==> src/rtl/ppeerl_pkg.sv <==
package ppeerl_pkg;

   // sizing
   localparam int SLOTS_PER_PIN = 128;
   localparam int PIN_COUNT     = 29;
   localparam int MEM_DEPTH     = PIN_COUNT * SLOTS_PER_PIN;
   localparam int ADDR_W        = $clog2(MEM_DEPTH);
   localparam int SLOT_W        = $clog2(SLOTS_PER_PIN);
   localparam int CNT_W         = $clog2(SLOTS_PER_PIN + 1);
   localparam int PIN_IDX_W     = (PIN_COUNT > 1) ? $clog2(PIN_COUNT) : 1;

   // port field widths
   localparam int CMD_W   = 3;
   localparam int PIN_W   = 5;
   localparam int FLAGS_W = 4;
   localparam int TIME_W  = 32;
   localparam int LEFT_W  = 8;

   localparam logic [FLAGS_W-1:0] RISE_MASK = 4'h4;

   typedef enum logic [CMD_W-1:0] {
      CMD_EDGE  = 3'd0,
      CMD_START = 3'd1,
      CMD_STOP  = 3'd2,
      CMD_POP   = 3'd3,
      CMD_QUERY = 3'd4
   } cmd_type;

   typedef enum logic [1:0] {
      ST_IDLE,
      ST_READ,
      ST_RESP
   } state_type;

   // controller to datapath
   typedef struct packed {
      logic take;     // item transfers this edge
      logic load_rd;  // capture popped entry into result register
   } dp_ctl_type;

   // datapath to controller
   typedef struct packed {
      logic no_result; // edge event or unused code
      logic pop_hit;   // pop of a stored entry, needs a memory read
   } dp_stat_type;

endpackage

==> src/rtl/ppeerl_ctrl.sv <==
module ppeerl_ctrl (
   input  logic                    clock,
   input  logic                    reset,
   input  logic                    req_valid,
   output logic                    req_ready,
   output logic                    rsp_valid,
   input  logic                    rsp_ready,
   input  ppeerl_pkg::dp_stat_type stat,
   output ppeerl_pkg::dp_ctl_type  ctl
);
   import ppeerl_pkg::*;

   state_type state_ff;
   state_type state_in;
   logic      take;

   assign req_ready = (state_ff == ST_IDLE) || ((state_ff == ST_RESP) && rsp_ready);
   assign take      = req_valid && req_ready;

   always_comb begin
      state_in = state_ff;
      unique case (state_ff)
         ST_IDLE, ST_RESP: begin
            if (take) begin
               if (stat.pop_hit) begin
                  state_in = ST_READ;
               end else if (stat.no_result) begin
                  state_in = ST_IDLE;
               end else begin
                  state_in = ST_RESP;
               end
            end else if ((state_ff == ST_RESP) && rsp_ready) begin
               state_in = ST_IDLE;
            end
         end
         ST_READ: begin
            state_in = ST_RESP;
         end
         default: begin
            state_in = ST_IDLE;
         end
      endcase
   end

   always_comb begin
      ctl.take    = take;
      ctl.load_rd = (state_ff == ST_READ);
      rsp_valid   = (state_ff == ST_RESP);
   end

   always_ff @(posedge clock) begin
      if (reset) begin
         state_ff <= ST_IDLE;
      end else begin
         state_ff <= state_in;
      end
   end

endmodule

==> config.mk <==
export PLATFORM = sky130hd
export DESIGN_NAME = ppeerl_ctrl
export DESIGN_NICKNAME = d
export VERILOG_FILES = /design/src/rtl/ppeerl_pkg.sv /design/src/rtl/ppeerl_ctrl.sv
export SDC_FILE = /design/constraint.sdc
export NUM_CORES = 1
export LEC_CHECK = 0
export BUFFER_PORTS_ARGS = -buffer_cell sky130_fd_sc_hd__buf_2
export CAP_MARGIN = 40
export CORE_AREA = 2 2 39 41
export CTS_CLUSTER_SIZE = 10
export DETAILED_ROUTE_END_ITERATION = 7
export DIE_AREA = 0 0 41 43
export GPL_TIMING_DRIVEN = 0
export PLACE_DENSITY = 0.4
export SLEW_MARGIN = 40
export SYNTH_ARGS = -nofsm -noshare
export SYNTH_HDL_FRONTEND = slang
export SYNTH_SLANG_ARGS = --single-unit
==> constraint.sdc <==
create_clock -name clock -period 1.95 [get_ports clock]
set_input_delay 0.0975 -clock clock [delete_from_list [all_inputs] [get_ports clock]]
set_output_delay 0.0975 -clock clock [all_outputs]
set_load 0.05 [all_outputs]
[Word-level counts from Yosys, hierarchy flattened]
Cells that the tools add are included.
W data, S select, Z words.
Operators by class
  equality and inequality tests: 3
  mux-type cells: 5
  reductions and logical operators: 5
Operators with widths (number)
  $mux W2: 4
  $pmux W2 S2: 1
  $ne A3 B3 Y1 const B: 1
  $eq A2 B1 Y1 const B: 1
  $eq A2 B2 Y1 const B: 1
  $logic_and A1 B1 Y1: 2
  $logic_not A2 Y1: 1
  $reduce_or A2 Y1: 1
  $logic_or A1 B1 Y1: 1
Storage, ports and cells
  register bits after elaboration: 2
  bits of input ports: 6

[Depth between registers and ports, before layout]
Gate-level depths: netlist (run 1).
  depth in word-level cells: 6
  gate-level depth with buffers: 3

[Least setup slack after synthesis (run 1)]
Ideal clock, no wire load.
  path type: reg-to-output
  start point: register state_ff[1]
  end point: output req_ready
  data arrival time: 1082 ps
  slack: 770 ps
  cell stages (with the launch flop): 3
  buffers on the path: 0
  path through: dfxtp_1 -> nor2b_4 -> nor2_1
Between the ends
  cells in the longest elaborated chain, start to end: 3
RTL lines
  from (decl): line ppeerl_ctrl.sv:13  | state_type state_ff;
  from (signal assigned): line ppeerl_ctrl.sv:55  | state_ff <= state_in;
  $eq A2 B2 Y1: line ppeerl_ctrl.sv:17  | assign req_ready = (state_ff == ST_IDLE) || ((state_ff == ST_RESP) && rsp_ready);
  $logic_and A1 B1 Y1: line ppeerl_ctrl.sv:17
  $logic_or A1 B1 Y1 (*): line ppeerl_ctrl.sv:17
  to (decl): line ppeerl_ctrl.sv:5  | output logic req_ready,
Mark *: on every way between the ends. The rest lies on a longest branch, timed or not.

[Worst setup path after layout (run 1)]
  start point: register state_ff[1]
  end point: output ctl[1] (netlist bit)
Between the ends
  cells in the longest elaborated chain, start to end: 4
RTL lines
  $eq A2 B2 Y1: line ppeerl_ctrl.sv:17
  $logic_and A1 B1 Y1: line ppeerl_ctrl.sv:17
  $logic_or A1 B1 Y1 (*): line ppeerl_ctrl.sv:17
  $logic_and A1 B1 Y1 (*): line ppeerl_ctrl.sv:18  | assign take = req_valid && req_ready;
  to (decl): line ppeerl_ctrl.sv:9  | output ppeerl_pkg::dp_ctl_type ctl
Marked as above.

==> impl_results.md, run 1 <==
* Status: complete, no violations
* Clock Sinks at 2
* Yosys top cell area share at 30.8%
* Final period utilization at 68.6%
* Most frequent cells in the layout: buf_2 (9), clkbuf_4 (3), nor3b_1 (2), dfxtp_1 (2)
* Area Overhead vs Synth at 67.3%
* Placed cells at 38
* TritonCTS clock tree: built
* Final period demand of the worst path at 1.34 ns
* DRT iter0 DRCs at 5
* Yosys top cell by area: dfxtp_1
* Ant. Diodes at 0
* Vias in the first global route at 143
* IO Port Bufs at 9
* Mapped cell area at between 100 and 150 µm²
* Via count at 131
* Largest net degree at the start of global routing at 8
* Hold_buf cts at 0
* Cell Pwr Density at just over 800 nW/µm²
* CTS Root Cell: clkbuf_4
* FMAX at around 750 MHz
* Arrival time at the worst endpoint at 1.24 ns
* Synth top area cells: dfxtp_1 (31%), nor3b_1 (12%), nor4b_2 (12%)
* Crit path max fanout at 4
* Rel. slew slack at between 80% and 90%
* #FFs+latches synth at 2
* Required time of the worst setup path at 1.85 ns
* # H-tree levels at 1
* Final wirelength at ~330 µm
* Postcts setup bufs at 0
* Worst-path clk slew at 0.03 ns
* Drt pass-1 iters at 4
* Syn_area_per_cell at around 10 µm²
* Syn Inst Count at 13
* Initial antenna violation count at 0
* # nets final at 33
* Leak pwr at 0.0981 nW
* Total GRT Usage at 5.51%
* Synth unique cells at 11
* Syn Nets at 19
* Gpl congestion at 0.569
* Register area share after synthesis at between 30% and 40%
* Worst ir drop on vdd at between 0.3 and 0.4 mV
* Most flops, register: state_ff
* Fin. Hold Viols at 0
* RSZ-0062 raised after global routing: no
* Total Die Area at 1760 µm²
* Max_cap viols at 0
* CTS Buf Count at 3
* Share of cells above drive strength 1 at between 60% and 70%
* Worst skew pair latency at 0.22 ns
* Commonest non-fill, non-tap cell in the layout: buf_2
* Kind of critical path: flop to primary output
* Final Setup Violations at 0
* Slew Limit Fails at 0
* Ports at 10
* Die Width at 41 µm
* # rows at 14
* Die Height at 43 µm
* DR DRC count at 0
* Starting Density at 9.40%
* CP startpoint kind: flop
* First-pass GRT wire length at 565 µm
* Biggest regs: state_ff: 2 flops
* Warnings, synthesis at 0
* Residual overflow from global routing at 0
* Worst setup EP type: primary output
* Antenna-violating nets left at 0
* Sum of negative setup slack at 0 ns
* Via/cell ratio at roughly 3.2
* Worst clock skew at roughly 0.0028 ns
* Max reg flops at 2
* Drt wl/cell at 8.05 µm
* Core area at 1380 µm²
* Worst slew pin tran at 0.250 ns
* Post-CTS sizing at 0
* Clock Path Buffers at 2
* Post-Layout Cell Count at 41
* Hold Crit Class: input pin to flop
==> worst max-delay path, stage by stage, from the launching register on <==
cell and delay, ns:
dfxtp_1 0.32, nor2b_4 0.14, nor3b_1 0.18, buf_4 0.13, buf_2 0.24
==> metrics by stage <==
stage               hold WS [ns]  util [%]  area, µm²  setup slack [ns]  power [W]
detailed placement         0.363      14.1        195             0.839  0.0000905
floorplan                  0.252         -        130             0.770  0.0000781
global placement           0.365      14.1        195             0.831  0.0000909
finish                     0.135      15.7        218             0.612   0.000180
CTS                        0.128      15.7        218             0.593   0.000185
global route               0.146      15.7        218             0.488   0.000198
==> kinds of logic (layout without fill, tap and decap cells) <==
logic type	count (synthesis)	in the layout	share of synthesized area [%]
buffers and inverters	1	13	5.77
AND/OR/NAND/NOR	8	8	52.9
flip-flops	2	2	30.8
AO/OA/AOI/OAI	2	2	10.6
==> power breakdown <==
group | total (W) | internal [W] | switching (W)
clock | 0.0000903 | 0.0000678 | 0.0000225
combinational | 0.0000435 | 0.0000162 | 0.0000273
sequential | 0.0000463 | 0.0000435 | 0.00000276
total | 0.000180 | 0.000127 | 0.0000526
==> cell usage after synthesis (all sizes together) <==
| master | number |
|---|---|
| a21oi | 1 |
| and2b | 1 |
| buf | 1 |
| dfxtp | 2 |
| nand2b | 1 |
| nor2 | 1 |
| nor2b | 2 |
| nor3b | 2 |
| nor4b | 1 |
| o31a | 1 |
==> worst paths after layout <==
check,from,endpoint,slack (ns),cells past startpoint
hold / removal,reset,state_ff[1],0.14,3
hold reg to reg,state_ff[0],state_ff[0],0.56,1
setup / recovery,state_ff[1],ctl[1],0.61,4
setup reg to reg,state_ff[1],state_ff[1],1.11,2
==> area by class of cell <==
class                      count  area (µm²)
tap                           16        20.0
clock buffer                   3        22.5
fill                         156        1170
timing repair buffer           9        45.0
buffer                         1        7.51
sequential                     2        40.0
multi-input combinational     10        82.6
==> layer usage <==
layer	GRT usage, %	part of all wire, %	up-vias
li1	-	-	70
met2	4.38	22	12
met4	4.00	0	0
met1	7.01	56	49
met3	6.81	22	0
met5	0	0	-
Note: power is estimated with default switching activity, not from simulation.
==> run 2, diff against run 1 <==
--- a/config.mk
+++ b/config.mk
@@ -12,7 +12,7 @@
 export DETAILED_ROUTE_END_ITERATION = 7
 export DIE_AREA = 0 0 41 43
 export GPL_TIMING_DRIVEN = 0
-export PLACE_DENSITY = 0.4
+export PLACE_DENSITY = 0.41
 export SLEW_MARGIN = 40
 export SYNTH_ARGS = -nofsm -noshare
 export SYNTH_HDL_FRONTEND = slang
==> constraint.sdc (replaced) <==
create_clock -name clock -period 1.1 [get_ports clock]
set_input_delay 0.055 -clock clock [delete_from_list [all_inputs] [get_ports clock]]
set_output_delay 0.055 -clock clock [all_outputs]
set_load 0.05 [all_outputs]
==> impl_results.md, run 2 (synthesized netlist as in run 1, its figures left out) <==
* Violated checks: negative setup slack
* RSZ-0062 raised after global routing: yes
* Status: complete, but fails checks
* Final wirelength at 323 µm (-2.1%)
* Fin. Hold Viols at 0 (unchanged)
* Max_cap viols at 0 (unchanged)
* Biggest regs: state_ff: 2 flops
* Hold Crit Class: input pin to flop
* Drt pass-1 iters at 2 (-2)
* Commonest non-fill, non-tap cell in the layout: buf_2
* Largest net degree at the start of global routing at 8 (unchanged)
* Worst slew pin tran at 0.248 ns (-0.00168 ns)
* Worst ir drop on vdd at 0.373 mV (-1.3%)
* Cell Pwr Density at 1300 nW/µm² (+57%)
* Crit path max fanout at 4 (unchanged)
* Share of cells above drive strength 1 at 84.6% (+21 points)
* Most flops, register: state_ff
* Clock Sinks at 2 (unchanged)
* # H-tree levels at 1 (unchanged)
* Clock Path Buffers at 2 (unchanged)
* Multi-input logic area at 92.6 µm² (+12%)
* Final period utilization at 103%
* Worst-path clk slew at 0.03 ns (about the same)
* Residual overflow from global routing at 0 (unchanged)
* CP cell instances: nor2b_4 -> nor3b_2 -> buf_4 -> buf_8
* Ant. Diodes at 0 (unchanged)
* Initial antenna violation count at 0 (unchanged)
* CTS Buf Count at 3 (unchanged)
* Final Setup Violations at 1 (+1)
* Worst skew pair latency at 0.22 ns (about the same)
* Slew Limit Fails at 0 (unchanged)
* # nets final at 34 (+3.0%)
* Gpl congestion at 0.562 (-1.2%)
* Worst setup path end: ctl[1]
* Leak pwr at 0.113 nW (+15%)
* Via count at 133 (+1.5%)
* Starting Density at 9.40% (unchanged)
* Ports at 10 (unchanged)
* Total GRT Usage at 5.11% (-0.40 points)
* # rows at 14 (unchanged)
* Placed cells at 38 (unchanged)
* Core area at 1380 µm² (unchanged)
* Total Die Area at 1760 µm² (unchanged)
* Final WS setup at -0.0291 ns (-0.641 ns)
* Cell area after layout at 255 µm² (+17%)
* Rel. slew slack at 83.6% (+0.11 points)
* Reg area at 45.0 µm² (+12%)
* Crit. Startpoint: state_ff[1]
* Crit path largest cell delay at 0.32 ns (about the same)
* Worst setup EP type: primary output
* Final period demand of the worst path at 1.13 ns
* Internal reg-to-reg setup slack at 0.14 ns (-0.97 ns)
* Die Width at 41 µm (unchanged)
* Via/cell ratio at 3.17 (-0.89%)
* Most frequent cells in the layout: buf_2 (6), clkbuf_4 (5), buf_4 (2)
* Register-to-Register Path Depth at 3 (+1)
* Required time of the worst setup path at 1.04 ns (-0.81 ns)
* Post-Layout Cell Count at 42 (+2.4%)
* CTS Root Cell: clkbuf_4
* DRT iter0 DRCs at 1 (-4)
* Area Overhead vs Synth at 96.2%
* Die Height at 43 µm (unchanged)
* Max reg flops at 2 (unchanged)
* R2r endpoint: state_ff[1]
* Vias in the first global route at 136 (-4.9%)
* TritonCTS clock tree: built
* IO Port Bufs at 9 (unchanged)
* DP Area at 200 µm² (+2.6%)
* Antenna-violating nets left at 0 (unchanged)
* Worst clock skew at 0.00221 ns (-0.000552 ns)
* R2R Path Start: state_ff[1]
* Cell at the slowest stage of the critical path: dfxtp_2
* Fillers at 154 (-1.3%)
* First-pass GRT wire length at 524 µm (-7.3%)
* FMAX at 886 MHz
* Drt wl/cell at 7.69 µm (-4.5%)
* Kind of critical path: flop to primary output
* Arrival time at the worst endpoint at 1.07 ns (-0.17 ns)
* DR DRC count at 0 (unchanged)
* CP startpoint kind: flop
[run 2: cell types whose count changed in the layout (fill, tap and decap cells not counted), sizes merged]
| cell | before | now |
|---|---|---|
| buf | 10 | 9 |
| clkbuf | 3 | 5 |
[run 2: where the power goes]
part,internal (W),switching [W]
clock,0.000120,0.0000383
sequential,0.0000765,0.00000570
combinational,0.0000401,0.0000501
[run 2: repair_timing]
item,CTS,global route
setup buffers,1,0
endpoints found under the hold margin,0,0
hold buffers,0,0
endpoints found under the setup margin,3,3
gates cloned,0,0
resized for setup,6,3
[run 2: worst min-delay path by stage]
stage | endpoint | slack [ns] | depth (start not counted) | start
floorplan | state_ff[1] | 0.21 | 2 | reset
global placement | state_ff[1] | 0.33 | 3 | reset
detailed placement | state_ff[1] | 0.32 | 3 | reset
CTS | state_ff[1] | 0.07 | 3 | reset
global route | state_ff[1] | 0.09 | 3 | reset
finish | state_ff[1] | 0.08 | 3 | reset
[run 2: layer usage]
metal	global-route usage [%]	vias to the layer above	share of wire, %
met2	4.69	10	33
met1	6.07	52	45
li1	-	71	-
met5	0	-	0
met4	4.00	0	0
met3	5.76	0	22
[run 2: layout make-up]
type,instances,area share (%)
buffer,1,2.94
clock buffer,3,8.82
multi-input combinational,10,36.3
sequential,2,17.6
tap,16,7.84
timing repair buffer,10,26.5
[run 2: stage by stage]
| stage | setup TNS (ns) | total power [W] | hold WS [ns] | setup WS (ns) | util (%) |
|---|---|---|---|---|---|
| 2_1_floorplan | 0 | 0.000140 | 0.210 | 0.197 | - |
| 3_3_place_gp | 0 | 0.000163 | 0.326 | 0.0249 | 14.5 |
| 3_5_place_dp | 0 | 0.000162 | 0.316 | 0.0436 | 14.5 |
| 4_1_cts | -0.0473 | 0.000344 | 0.0723 | -0.0473 | 17.9 |
| 5_1_grt | -0.0697 | 0.000353 | 0.0934 | -0.0697 | 18.4 |
| 6_report | -0.0291 | 0.000331 | 0.0823 | -0.0291 | 18.4 |
[run 2: worst max-delay path, delay by kind of cell, from the launching register on]
kind / cells / cell delay [ns]
buf+inv: 2 / 0.26
flops: 1 / 0.32
simple gates: 2 / 0.27
==> run 3, diff against run 2 <==
--- a/config.mk
+++ b/config.mk
@@ -12,7 +12,7 @@
 export DETAILED_ROUTE_END_ITERATION = 7
 export DIE_AREA = 0 0 41 43
 export GPL_TIMING_DRIVEN = 0
-export PLACE_DENSITY = 0.41
+export PLACE_DENSITY_LB_ADDON = 0.15
 export SLEW_MARGIN = 40
 export SYNTH_ARGS = -nofsm -noshare
 export SYNTH_HDL_FRONTEND = slang
==> impl_results.md, run 3 (synthesized netlist as in run 1, its figures left out) <==
* Status: complete, but fails checks
* Violated checks: negative setup slack
* Leak pwr at 0.131 nW (+16%)
* TritonCTS clock tree: built
* Final wirelength at 403 µm (+25%)
* Worst slew pin tran at 0.197 ns (-0.0509 ns)
* Total GRT Usage at 5.91% (+0.80 points)
* Final WS setup at -0.0427 ns (-0.0136 ns)
* Arrival time at the worst endpoint at 1.09 ns (+0.02 ns)
* IO Port Bufs at 9 (unchanged)
* Area Overhead vs Synth at 123%
* Worst skew pair latency at 0.23 ns (about the same)
* Crit path largest cell delay at 0.32 ns (about the same)
* Crit path max fanout at 3 (-1)
* Final Setup Violations at 1 (unchanged)
* Cell at the slowest stage of the critical path: dfxtp_2
* Slew Limit Fails at 0 (unchanged)
* CP startpoint kind: flop
* Post-Layout Cell Count at 44 (+4.8%)
* Ant. Diodes at 0 (unchanged)
* Die Width at 41 µm (unchanged)
* RSZ-0062 raised after global routing: yes
* Max_cap viols at 0 (unchanged)
* Hold_buf cts at 0 (unchanged)
* Drt wl/cell at 9.16 µm (+19%)
* Total Die Area at 1760 µm² (unchanged)
* CP top delay family: flip-flops
* Worst-path clk slew at 0.04 ns (about the same)
* Antenna-violating nets left at 0 (unchanged)
* Most flops, register: state_ff
* Worst setup EP type: primary output
* Biggest regs: state_ff: 2 flops
* DRT iter0 DRCs at 0 (-1)
* Final period demand of the worst path at 1.14 ns (+0.0136 ns)
* Rel. slew slack at 86.8% (+3.2 points)
* Drt pass-1 iters at 1 (-1)
* Gpl congestion at 0.626 (+12%)
* Power after layout at 0.000361 W (+9.3%)
* First-pass GRT wire length at 614 µm (+17%)
* # nets final at 36 (+5.9%)
* Most frequent cells in the layout: buf_2 (5), buf_4 (4), clkbuf_4 (3)
* Worst clock skew at 0.00871 ns (+0.00650 ns)
* WHS at 0.0780 ns (-0.00425 ns)
* Via count at 150 (+13%)
* # rows at 14 (unchanged)
* Share of cells above drive strength 1 at 85.7% (+1.1 points)
* Clock Sinks at 2 (unchanged)
* Worst ir drop on vdd at 0.317 mV (-15%)
* CTS Root Cell: clkbuf_4
* Vias in the first global route at 153 (+13%)
* Ports at 10 (unchanged)
* Fillers at 162 (+5.2%)
* Starting Density at 9.40% (unchanged)
* Final period utilization at 104% (+1.2 points)
* Die Height at 43 µm (unchanged)
* DR DRC count at 0 (unchanged)
* Residual overflow from global routing at 0 (unchanged)
* Hold Crit Class: input pin to flop
* CP cell instances: nor2b_4 -> nor3b_2 -> buf_4 -> buf_8
* Buffers and inverters on the worst path at 2 (unchanged)
* Internal reg-to-reg setup slack at 0.14 ns (about the same)
* Placed cells at 38 (unchanged)
* # H-tree levels at 1 (unchanged)
* Initial antenna violation count at 0 (unchanged)
* Required time of the worst setup path at 1.04 ns (about the same)
* DP HPWL at 291 µm
* Commonest non-fill, non-tap cell in the layout: buf_2
* Fin. Hold Viols at 0 (unchanged)
* Cell Pwr Density at 1240 nW/µm² (-3.9%)
* Max reg flops at 2 (unchanged)
* FMAX at 875 MHz (-1.2%)
* Via/cell ratio at 3.41 (+7.7%)
* Kind of critical path: flop to primary output
* Largest net degree at the start of global routing at 8 (unchanged)
* Core area at 1380 µm² (unchanged)
* CTS Buf Count at 3 (unchanged)
* Clock Path Buffers at 2 (unchanged)
run 3: worst paths after layout:
kind	from	to	cells after the start
setup / recovery	state_ff[1]	ctl[1]	4
hold / removal	reset	state_ff[1]	3
setup reg to reg	state_ff[1]	state_ff[1]	3
hold reg to reg	state_ff[1]	state_ff[1]	2
run 3: metrics by stage:
stage                     worst slack (ns)  utilization (%)  area (µm²)  setup TNS, ns
final                              -0.0427             21.0         290        -0.0427
after global routing               -0.0862             21.0         290         -0.138
after CTS                          -0.0640             20.7         287        -0.0666
after detailed placement            0.0260             14.5         200              0
after global placement              0.0287             14.5         200              0
after floorplan                      0.197                -         135              0
run 3: worst register-to-register path, stage by stage (launching register included):
cell and delay (ns):
dfxtp_2 0.32, nor2b_4 0.13, buf_4 0.13, o31a_1 0.26
run 3: area by class of cell:
cell class / instances / area [µm²] / area share, %
Clock buffer: 3 / 22.5 / 7.76
Sequential cell: 2 / 42.5 / 14.7
Timing Repair Buffer: 12 / 100 / 34.5
Tap cell: 16 / 20.0 / 6.90
Buffer: 1 / 7.51 / 2.59
Multi-Input combinational cell: 10 / 97.6 / 33.6
run 3: repair_timing:
item / 4_1_cts / 5_1_grt
resized for setup: 13 / 1
setup endpoints to repair: 3 / 3
setup buffers: 3 / 0
pin swaps: 0 / 1
gates cloned: 0 / 0
run 3: where the power goes:
| group | leakage (nW) | switching (W) | internal (W) |
|---|---|---|---|
| clock | 0.0138 | 0.0000491 | 0.000121 |
| sequential | 0.0172 | 0.00000630 | 0.0000779 |
| combinational | 0.0998 | 0.0000543 | 0.0000527 |
| total | 0.131 | 0.000110 | 0.000252 |
run 3: layer usage:
layer  up-vias  wire length, µm  share of wire, %  global-route usage, %
li1         75                -                 -                      -
met1        67              183                45                   5.75
met2         8              187                46                   7.19
met3         0               33               8.2                   4.71
met4         0                0                 0                   6.00
met5         -                0                 0                      0
